<file path="config.mk">
export PLATFORM = sky130hd
export DESIGN_NAME = byte_ring_queue_atomic_push_pop_unit
export DESIGN_NICKNAME = d
export VERILOG_FILES = /design/src/rtl/brq_pkg.sv /design/src/rtl/brq_front.sv /design/src/rtl/brq_back.sv /design/src/rtl/byte_ring_queue_atomic_push_pop_unit.sv
export VERILOG_INCLUDE_DIRS = /design/src /design/src/rtl
export SDC_FILE = /design/constraint.sdc
export NUM_CORES = 2
export LEC_CHECK = 0
export CAP_MARGIN = 20
export CORE_AREA = 3 3 726 728
export DETAILED_ROUTE_END_ITERATION = 10
export DIE_AREA = 0 0 729 731
export DONT_BUFFER_PORTS = 1
export HOLD_SLACK_MARGIN = 0.12
export PLACE_DENSITY_LB_ADDON = 0.05
export SYNTH_ARGS = -nofsm -noshare
export SYNTH_HDL_FRONTEND = slang
export SYNTH_MEMORY_MAX_BITS = 65536
export SYNTH_SLANG_ARGS = --single-unit
</file>
<file path="constraint.sdc">
create_clock -name clk -period 16.6 [get_ports clk]
set_input_delay 3.32 -clock clk [delete_from_list [all_inputs] [get_ports clk]]
set_output_delay 3.32 -clock clk [all_outputs]
set_load 0.01 [all_outputs]
</file>
<file path="src/rtl/byte_ring_queue_atomic_push_pop_unit_defines.svh">
// Assertion macros used by the byte ring queue top level.
`ifndef BYTE_RING_QUEUE_ATOMIC_PUSH_POP_UNIT_DEFINES_SVH
`define BYTE_RING_QUEUE_ATOMIC_PUSH_POP_UNIT_DEFINES_SVH

// The consequent must hold in the same cycle as the antecedent.
`define BRQ_ASSERT_SAME(lbl, ante, cons, msg) \
    lbl: assert property (@(posedge clk) disable iff (!rst_n) (ante) |-> (cons)) \
        else $error(msg);

// The consequent must hold in the cycle after the antecedent.
`define BRQ_ASSERT_NEXT(lbl, ante, cons, msg) \
    lbl: assert property (@(posedge clk) disable iff (!rst_n) (ante) |=> (cons)) \
        else $error(msg);

`endif

</file>
<file path="src/rtl/brq_pkg.sv">
// Shared types and constants of the byte ring queue.
package brq_pkg;

    localparam int DEPTH_DEFAULT   = 512;
    localparam int MAX_POP_DEFAULT = 64;

    localparam int BYTE_W  = 8;
    localparam int LEN_W   = 9;
    localparam int COUNT_W = 7;
    localparam int FIELD_W = 9;

    localparam int IN_TDATA_W  = 32;
    localparam int OUT_TDATA_W = 32;

    localparam int CMD_QUEUE_DEPTH = 2;

    typedef enum logic [1:0] {
        ACT_PUSH        = 2'd0,
        ACT_POP_AT_MOST = 2'd1,
        ACT_POP_EXACT   = 2'd2,
        ACT_NONE        = 2'd3
    } action_t;

    typedef enum logic [1:0] {
        ST_PUSH_OK     = 2'd0,
        ST_PUSH_REJECT = 2'd1,
        ST_POPPED      = 2'd2,
        ST_POP_FAIL    = 2'd3
    } status_t;

    // One classified request as it waits between the front and the back end.
    typedef struct packed {
        logic               is_pop;
        logic               exact;
        logic [BYTE_W-1:0]  data;
        logic               first;
        logic               last;
        logic [LEN_W-1:0]   len;
        logic [COUNT_W-1:0] count;
    } cmd_t;

endpackage

</file>
<file path="src/rtl/brq_front.sv">
// Front end: accepts requests, classifies them and queues them for the back end.
module brq_front
    import brq_pkg::*;
#(
    parameter int MAX_POP = MAX_POP_DEFAULT
)
(
    input  logic               clk,
    input  logic               rst_n,
    input  logic               in_valid,
    output logic               in_ready,
    input  action_t            action,
    input  logic [BYTE_W-1:0]  push_byte,
    input  logic               msg_first,
    input  logic               msg_last,
    input  logic [LEN_W-1:0]   msg_len,
    input  logic [COUNT_W-1:0] pop_count,
    output logic               cmd_valid,
    input  logic               cmd_ready,
    output cmd_t               cmd
);

    localparam int QPW = (CMD_QUEUE_DEPTH > 1) ? $clog2(CMD_QUEUE_DEPTH) : 1;
    localparam int QCW = $clog2(CMD_QUEUE_DEPTH + 1);
    localparam logic [QPW-1:0]     Q_LAST    = QPW'(CMD_QUEUE_DEPTH - 1);
    localparam logic [QCW-1:0]     Q_FULL    = QCW'(CMD_QUEUE_DEPTH);
    localparam logic [COUNT_W-1:0] POP_LIMIT = COUNT_W'(MAX_POP);

    cmd_t           q_mem_reg [CMD_QUEUE_DEPTH];
    logic [QPW-1:0] q_wr_reg;
    logic [QPW-1:0] q_wr_next;
    logic [QPW-1:0] q_rd_reg;
    logic [QPW-1:0] q_rd_next;
    logic [QCW-1:0] q_cnt_reg;
    logic [QCW-1:0] q_cnt_next;

    cmd_t decoded;
    logic enq;
    logic deq;

    always_comb
    begin
        decoded.is_pop = (action != ACT_PUSH);
        decoded.exact  = (action == ACT_POP_EXACT);
        decoded.data   = push_byte;
        decoded.first  = msg_first;
        decoded.last   = msg_last;
        // A zero length counts as one byte for the fit test.
        decoded.len    = (msg_len == '0) ? LEN_W'(1) : msg_len;
        decoded.count  = (pop_count > POP_LIMIT) ? POP_LIMIT : pop_count;
    end

    assign in_ready  = (q_cnt_reg != Q_FULL);
    assign cmd_valid = (q_cnt_reg != '0);
    assign cmd       = q_mem_reg[q_rd_reg];

    // Requests with the unused action code are taken and dropped here.
    assign enq = in_valid && in_ready && (action != ACT_NONE);
    assign deq = cmd_valid && cmd_ready;

    always_comb
    begin
        q_wr_next  = enq ? ((q_wr_reg == Q_LAST) ? '0 : q_wr_reg + 1'b1) : q_wr_reg;
        q_rd_next  = deq ? ((q_rd_reg == Q_LAST) ? '0 : q_rd_reg + 1'b1) : q_rd_reg;
        q_cnt_next = q_cnt_reg;
        if (enq && !deq)
        begin
            q_cnt_next = q_cnt_reg + 1'b1;
        end
        else if (deq && !enq)
        begin
            q_cnt_next = q_cnt_reg - 1'b1;
        end
    end

    always_ff @(posedge clk or negedge rst_n)
    begin
        if (!rst_n)
        begin
            q_wr_reg  <= '0;
            q_rd_reg  <= '0;
            q_cnt_reg <= '0;
        end
        else
        begin
            q_wr_reg  <= q_wr_next;
            q_rd_reg  <= q_rd_next;
            q_cnt_reg <= q_cnt_next;
        end
    end

    always_ff @(posedge clk)
    begin
        if (enq)
        begin
            q_mem_reg[q_wr_reg] <= decoded;
        end
    end

endmodule

</file>
<file path="src/rtl/brq_back.sv">
// Back end: ring storage, message commit logic and the pop sequencer.
module brq_back
    import brq_pkg::*;
#(
    parameter int DEPTH = DEPTH_DEFAULT
)
(
    input  logic               clk,
    input  logic               rst_n,
    input  logic               cmd_valid,
    output logic               cmd_ready,
    input  cmd_t               cmd,
    output logic               out_valid,
    input  logic               out_ready,
    output status_t            status,
    output logic [BYTE_W-1:0]  pop_byte,
    output logic               run_last,
    output logic [FIELD_W-1:0] occupied,
    output logic [FIELD_W-1:0] free_space
);

    localparam int AW = $clog2(DEPTH);
    localparam int CW = ((AW > LEN_W) ? AW : LEN_W) + 1;
    localparam logic [AW-1:0] CAPACITY = AW'(DEPTH - 1);
    localparam logic [AW:0]   DEPTH_W  = (AW + 1)'(DEPTH);

    typedef enum logic [1:0] {
        BK_IDLE = 2'b01,
        BK_POP  = 2'b10
    } back_state_t;

    logic [BYTE_W-1:0] mem [DEPTH];

    back_state_t        state_reg;
    logic [AW-1:0]      rp_reg;
    logic [AW-1:0]      wp_reg;
    logic [AW-1:0]      fill_reg;
    logic               open_reg;
    logic               rej_reg;
    logic [AW-1:0]      mbytes_reg;
    logic [COUNT_W-1:0] remain_reg;

    logic               out_valid_reg;
    logic               out_valid_next;
    status_t            out_status_reg;
    logic [BYTE_W-1:0]  out_byte_reg;
    logic               out_last_reg;
    logic [AW-1:0]      out_fill_reg;

    logic               out_free;
    logic               take;
    logic               pop_fire;
    logic [AW-1:0]      free_now;
    logic               open_eff;
    logic [AW-1:0]      bytes_eff;
    logic               rej_pre;
    logic               fits;
    logic               rej_post;
    logic               do_write;
    logic [AW-1:0]      bytes_post;
    logic [AW:0]        wr_sum;
    logic [AW-1:0]      wr_addr;
    logic [AW:0]        commit_sum;
    logic [AW-1:0]      commit_ptr;
    logic [AW-1:0]      fill_commit;
    logic               pop_fail;
    logic [COUNT_W-1:0] pop_n;
    logic [AW-1:0]      rp_inc;

    function automatic logic [FIELD_W-1:0] to_field(input logic [AW-1:0] v);
        logic [31:0] wide;
        wide = 32'(v);
        return wide[FIELD_W-1:0];
    endfunction

    assign out_free  = !out_valid_reg || out_ready;
    assign cmd_ready = (state_reg == BK_IDLE) && out_free;
    assign take      = cmd_valid && cmd_ready;
    assign pop_fire  = (state_reg == BK_POP) && out_free;
    assign free_now  = CAPACITY - fill_reg;

    // A result comes from a closing push byte, a failed pop or a popped byte;
    // a result that has not been taken yet is held.
    assign out_valid_next = pop_fire || (take && (cmd.is_pop ? pop_fail : cmd.last))
                            || (out_valid_reg && !out_ready);

    // Push evaluation: a first byte opens a fresh message and decides the fit
    // against the free space; every later byte is checked again on its own.
    always_comb
    begin
        open_eff    = cmd.first || open_reg;
        bytes_eff   = cmd.first ? '0 : mbytes_reg;
        rej_pre     = cmd.first ? (CW'(cmd.len) > CW'(free_now)) : rej_reg;
        fits        = (CW'(bytes_eff) + CW'(1)) <= CW'(free_now);
        do_write    = open_eff && !rej_pre && fits;
        rej_post    = rej_pre || !fits;
        bytes_post  = do_write ? (bytes_eff + 1'b1) : bytes_eff;
        wr_sum      = (AW + 1)'(wp_reg) + (AW + 1)'(bytes_eff);
        wr_addr     = (wr_sum >= DEPTH_W) ? AW'(wr_sum - DEPTH_W) : AW'(wr_sum);
        commit_sum  = (AW + 1)'(wp_reg) + (AW + 1)'(bytes_post);
        commit_ptr  = (commit_sum >= DEPTH_W) ? AW'(commit_sum - DEPTH_W)
                                              : AW'(commit_sum);
        fill_commit = fill_reg + bytes_post;
    end

    always_comb
    begin
        pop_fail = (cmd.count == '0) || (fill_reg == '0)
                   || (cmd.exact && (CW'(fill_reg) < CW'(cmd.count)));
        pop_n    = (CW'(fill_reg) < CW'(cmd.count)) ? COUNT_W'(fill_reg) : cmd.count;
        rp_inc   = (rp_reg == CAPACITY) ? '0 : rp_reg + 1'b1;
    end

    always_ff @(posedge clk or negedge rst_n)
    begin
        if (!rst_n)
        begin
            state_reg      <= BK_IDLE;
            rp_reg         <= '0;
            wp_reg         <= '0;
            fill_reg       <= '0;
            open_reg       <= 1'b0;
            rej_reg        <= 1'b0;
            mbytes_reg     <= '0;
            remain_reg     <= '0;
            out_valid_reg  <= 1'b0;
            out_status_reg <= ST_PUSH_OK;
            out_last_reg   <= 1'b0;
            out_fill_reg   <= '0;
        end
        else
        begin
            out_valid_reg <= out_valid_next;
            unique case (state_reg)
                BK_IDLE:
                begin
                    if (take && !cmd.is_pop)
                    begin
                        if (!open_eff)
                        begin
                            // A stray byte is dropped; its last mark still reports.
                            if (cmd.last)
                            begin
                                out_status_reg <= ST_PUSH_REJECT;
                                out_last_reg   <= 1'b1;
                                out_fill_reg   <= fill_reg;
                            end
                        end
                        else if (cmd.last)
                        begin
                            open_reg      <= 1'b0;
                            rej_reg       <= 1'b0;
                            mbytes_reg    <= '0;
                            out_last_reg  <= 1'b1;
                            if (rej_post)
                            begin
                                out_status_reg <= ST_PUSH_REJECT;
                                out_fill_reg   <= fill_reg;
                            end
                            else
                            begin
                                wp_reg         <= commit_ptr;
                                fill_reg       <= fill_commit;
                                out_status_reg <= ST_PUSH_OK;
                                out_fill_reg   <= fill_commit;
                            end
                        end
                        else
                        begin
                            open_reg   <= 1'b1;
                            rej_reg    <= rej_post;
                            mbytes_reg <= bytes_post;
                        end
                    end
                    else if (take)
                    begin
                        if (pop_fail)
                        begin
                            out_status_reg <= ST_POP_FAIL;
                            out_last_reg   <= 1'b1;
                            out_fill_reg   <= fill_reg;
                        end
                        else
                        begin
                            remain_reg <= pop_n;
                            state_reg  <= BK_POP;
                        end
                    end
                end
                BK_POP:
                begin
                    if (pop_fire)
                    begin
                        rp_reg         <= rp_inc;
                        fill_reg       <= fill_reg - 1'b1;
                        remain_reg     <= remain_reg - 1'b1;
                        out_status_reg <= ST_POPPED;
                        out_last_reg   <= (remain_reg == COUNT_W'(1));
                        out_fill_reg   <= fill_reg - 1'b1;
                        if (remain_reg == COUNT_W'(1))
                        begin
                            state_reg <= BK_IDLE;
                        end
                    end
                end
                default:
                begin
                    state_reg <= BK_IDLE;
                end
            endcase
        end
    end

    // Ring storage; the read data register doubles as the output byte.
    always_ff @(posedge clk)
    begin
        if (take && !cmd.is_pop && do_write)
        begin
            mem[wr_addr] <= cmd.data;
        end
        if (pop_fire)
        begin
            out_byte_reg <= mem[rp_reg];
        end
        else if (take)
        begin
            out_byte_reg <= '0;
        end
    end

    assign out_valid  = out_valid_reg;
    assign status     = out_status_reg;
    assign pop_byte   = out_byte_reg;
    assign run_last   = out_last_reg;
    assign occupied   = to_field(out_fill_reg);
    assign free_space = to_field(CAPACITY - out_fill_reg);

endmodule

</file>
<file path="src/rtl/byte_ring_queue_atomic_push_pop_unit.sv">
// Circular byte queue with whole-message push and counted pops.
//
// The queue keeps one slot free, so it holds at most DEPTH-1 bytes. A push
// message arrives one byte per request and is committed, with one status
// result, at its last byte; it is dropped whole if it does not fit. Each push
// byte is handled by the back end in its idle state. A pop that finds data first
// moves the back end into its pop state and then emits one byte per cycle while
// the output is not stalled; a failed pop returns just a status result.
// The single read port of the ring storage and the back-end sequencer set this
// pace. A two-entry request queue lets the input side keep accepting while the
// back end is busy or the output is stalled. The storage has no clearing pass
// after reset: only bytes written by a committed push are ever read.
`include "byte_ring_queue_atomic_push_pop_unit_defines.svh"

module byte_ring_queue_atomic_push_pop_unit
    import brq_pkg::*;
#(
    parameter int DEPTH   = DEPTH_DEFAULT,
    parameter int MAX_POP = MAX_POP_DEFAULT
)
(
    input  logic                   clk,
    input  logic                   rst_n,
    input  logic                   s_axis_tvalid,
    output logic                   s_axis_tready,
    // push_byte[7:0], msg_first[8], msg_len[17:9], pop_count[24:18], zeros above
    input  logic [IN_TDATA_W-1:0]  s_axis_tdata,
    // action[1:0]
    input  logic [1:0]             s_axis_tuser,
    input  logic                   s_axis_tlast,
    output logic                   m_axis_tvalid,
    input  logic                   m_axis_tready,
    // pop_byte_out[7:0], occupied[16:8], free_space[25:17], zeros above
    output logic [OUT_TDATA_W-1:0] m_axis_tdata,
    // status[1:0]
    output logic [1:0]             m_axis_tuser,
    output logic                   m_axis_tlast
);

    localparam logic [FIELD_W-1:0] FREE_TOTAL = FIELD_W'((DEPTH - 1) % 512);

    logic               cmd_valid;
    logic               cmd_ready;
    cmd_t               cmd;
    status_t            status;
    logic [BYTE_W-1:0]  pop_byte;
    logic [FIELD_W-1:0] occupied;
    logic [FIELD_W-1:0] free_space;

    brq_front #(
        .MAX_POP (MAX_POP)
    ) u_front (
        .clk       (clk),
        .rst_n     (rst_n),
        .in_valid  (s_axis_tvalid),
        .in_ready  (s_axis_tready),
        .action    (action_t'(s_axis_tuser)),
        .push_byte (s_axis_tdata[7:0]),
        .msg_first (s_axis_tdata[8]),
        .msg_last  (s_axis_tlast),
        .msg_len   (s_axis_tdata[17:9]),
        .pop_count (s_axis_tdata[24:18]),
        .cmd_valid (cmd_valid),
        .cmd_ready (cmd_ready),
        .cmd       (cmd)
    );

    brq_back #(
        .DEPTH (DEPTH)
    ) u_back (
        .clk        (clk),
        .rst_n      (rst_n),
        .cmd_valid  (cmd_valid),
        .cmd_ready  (cmd_ready),
        .cmd        (cmd),
        .out_valid  (m_axis_tvalid),
        .out_ready  (m_axis_tready),
        .status     (status),
        .pop_byte   (pop_byte),
        .run_last   (m_axis_tlast),
        .occupied   (occupied),
        .free_space (free_space)
    );

    assign m_axis_tuser = status;
    assign m_axis_tdata = {{(OUT_TDATA_W - BYTE_W - 2 * FIELD_W){1'b0}},
                           free_space, occupied, pop_byte};

    `BRQ_ASSERT_SAME(a_non_pop_is_last, m_axis_tvalid && m_axis_tuser != ST_POPPED, m_axis_tlast, "status result without last mark")
    `BRQ_ASSERT_SAME(a_non_pop_zero_byte, m_axis_tvalid && m_axis_tuser != ST_POPPED, m_axis_tdata[7:0] == 8'h00, "status result with nonzero byte")
    `BRQ_ASSERT_SAME(a_space_sum, m_axis_tvalid, FIELD_W'(m_axis_tdata[16:8] + m_axis_tdata[25:17]) == FREE_TOTAL, "occupied and free space disagree")
    `BRQ_ASSERT_NEXT(a_cmd_held, cmd_valid && !cmd_ready, cmd_valid, "queued request vanished while stalled")

endmodule

</file>
==> results.sh <==
export IMPL_htreeDepth=5
export IMPL_syn_avg_cell_area_um2=20.2
export IMPL_grt_first_pass_wirelength_um=709000
export IMPL_tritoncts="done"
export IMPL_routed_via_count=82412
export IMPL_nets=8557
export IMPL_yosysWarnings=0
export IMPL_grt_max_degree=189
export IMPL_total_power_w=0.0312
export IMPL_required_ns=17.21
export IMPL_finalCritPeriodShare_pct=43.5
export IMPL_grt_usage_pct=19.0
export IMPL_antenna_found_initial=27
export IMPL_cts_num_sinks=4224
export IMPL_cap_viol_max_count=0
export IMPL_async_flop_share_pct=1.52
export IMPL_grt_pass1_vias=85178
export IMPL_detail_route_antenna_nets=0
export IMPL_critPathCaptureType="register"
export IMPL_clockRootBuffer="clkbuf_16"
export IMPL_place_gp_congestion=0.767
export IMPL_synthMostInstantiatedCell="edfxtp_1"
export IMPL_synth_top_cell_by_area="edfxtp_1"
export IMPL_fin_skew_ns=0.0774
export IMPL_ys_seq_area_share_pct=75.9
export IMPL_cp_start_kind="register"
export IMPL_first_pass_iters=5
export IMPL_drcViolationCount=0
export IMPL_vias_per_cell=5.21
export IMPL_ys_ff_latch=4224
export IMPL_synth_area_leaders="edfxtp_1, mux4_2, mux2i_1, nor2_1, dfrtp_1"
export IMPL_largest_reg_flops=4096
export IMPL_die_h_um=731
export IMPL_holdBufCountCts=0
export IMPL_cts_reportedPaths_clkPinSlew_ns=0.06
export IMPL_hold_depth=1
export IMPL_postCtsSetupRepairBufs=0
export IMPL_max_slew_margin_pct=21.5
export IMPL_fin_setup_tns_ns=0
export IMPL_num_rows=265
export IMPL_synthesis_area_um2=167000
export IMPL_yosys_top_cells_count="edfxtp_1, mux4_2, nor2_1"
export IMPL_yosysTopAreaCellShare_pct=74.9
export IMPL_crit_path_max_fanout=32
export IMPL_synthToLayoutAreaGrowth_pct=13.8
export IMPL_ios=76
export IMPL_maxClockFrequency_mhz=139
export IMPL_drv_slew=0
export IMPL_r2r_cells=17
export IMPL_start_util_pct=32.0
export IMPL_cts_made_buffers=474
export IMPL_first_iter_violations=7156
export IMPL_finalSetupViolCount=0
export IMPL_finalHoldViolCount=0
export IMPL_tightest_slew_ns=1.18
export IMPL_drive_gt1_share_pct=21.6
export IMPL_synth_cell_types=96
export IMPL_fin_crit_ns=7.22
export IMPL_grt_setup_unrepaired="false"
export IMPL_hold_path_class="reg -> reg"
export IMPL_core_area_um2=521000
export IMPL_status="finished, final reports clean"
export IMPL_die_x_um=729
export IMPL_grt_ovfl_total=0
export IMPL_clockBufferDepth=4
export IMPL_hpwl_um=315000
export IMPL_p_per_area_nw_per_um2=164
export IMPL_routedWlPerCell_um=32.6
export IMPL_syn_inst=8261
export IMPL_numPortBuffers=0
export IMPL_leakagePower_nw=57.5
export IMPL_ys_flop_type="edfxtp_1"
export IMPL_routed_wl_um=515000
export IMPL_clock_latency_ns=1.02
export IMPL_critical_path_class="reg -> reg"
export IMPL_dieArea_um2=533000
export IMPL_synth_edf_count=4160
export IMPL_ir_drop_uv=132
export IMPL_cp_arrival_ns=7.83
export IMPL_cts_resized=0
-- routing by layer --
layer	part of all wire, %	track usage (%)	vias to the layer above
met5	0	0	-
met3	4.5	2.66	537
met1	46	27.2	45030
li1	-	-	34743
met2	48	30.9	2102
met4	1.9	3.79	0
-- report_power, final --
part           switching [W]  total (W)  internal [W]
sequential          0.000161     0.0132        0.0130
clock                0.00433     0.0102       0.00583
combinational        0.00519    0.00786       0.00268
total                0.00968     0.0312        0.0215
-- kinds of logic after synthesis --
family | count (synthesis) | share of synthesized area (%)
other | 1 | 0.00225
AND/OR/NAND/NOR | 1172 | 3.29
XOR/XNOR | 42 | 0.221
AO/OA/AOI/OAI | 897 | 3.76
buffers and inverters | 564 | 2.07
flip-flops | 4224 | 75.9
multiplexers | 1301 | 14.3
adder cells (fa/ha/maj) | 60 | 0.464
-- worst paths after layout --
kind | to | slack [ns] | start
worst max-delay path | u_back.mem[425][5]$_DFFE_PP_ | 9.38 | u_front.q_rd_reg$_DFFE_PN0P_
worst min-delay path | u_back.wp_reg[8]$_DFFE_PN0P_ | 0.50 | u_back.wp_reg[8]$_DFFE_PN0P_
worst max register to register | u_back.mem[425][5]$_DFFE_PP_ | 9.38 | u_front.q_rd_reg$_DFFE_PN0P_
worst min register to register | u_back.wp_reg[8]$_DFFE_PN0P_ | 0.50 | u_back.wp_reg[8]$_DFFE_PN0P_
max in group asynchronous | u_back.state_reg[0]$_DFFE_PN1P_ | 14.38 | rst_n
min in group asynchronous | u_back.occupied[6]$_DFFE_PN0P_ | 2.02 | rst_n
-- final cells by class --
type | count | area [um^2]
diodes | 13 | 32.5
clock buffers | 594 | 12500
multi-input cells | 3478 | 37400
fillers | 48014 | 331000
repair buffers | 238 | 2030
flip-flops and latches | 4224 | 127000
clock inverters | 278 | 2410
well taps | 6942 | 8690
inverters | 42 | 158
-- per-stage QoR --
| stage | setup WS, ns | area [um^2] | util [%] | std cells | hold slack (ns) |
|---|---|---|---|---|---|
| 5_1_grt | 8.87 | 190000 | 36.4 | 15798 | 0.533 |
| 4_1_cts | 9.23 | 190000 | 36.4 | 15791 | 0.495 |
| 3_5_place_dp | 8.44 | 175000 | 33.5 | 14919 | 0.483 |
| 6_report | 9.38 | 190000 | 36.4 | 15809 | 0.497 |
| 2_1_floorplan | 10.66 | 167000 | - | 8266 | 0.460 |
| 3_3_place_gp | 7.61 | 175000 | 33.5 | 14915 | 0.480 |
-- placed cells by master (no fill, tap or decap), types with 88 or more instances in the layout --
master,instances
buf_4,218
nor2_1,618
a22oi_1,159
nand2_1,101
clkbuf_16,482
nand3_1,89
a21oi_1,109
o22ai_1,193
clkinv_2,88
edfxtp_1,4160
clkinv_1,117
mux4_2,853
clkbuf_1,108
mux2i_1,372
-- worst max-delay path, cell delays in order (launching register included) --
cell and delay [ns]:
dfrtp_2 0.34, buf_4 0.48, mux2i_1 0.25, buf_4 0.26, and2_1 0.28, ha_1 0.25
nand3_1 0.19, nor2_1 0.29, nand3_1 0.18, xnor2_1 0.24, ha_1 0.28, o21ai_0 0.16
o21ai_0 0.11, o21ai_0 0.45, nand3_1 0.69, or3_4 0.86, buf_4 0.43, nor2_1 0.88
Note: power is estimated with default switching activity, not from simulation.
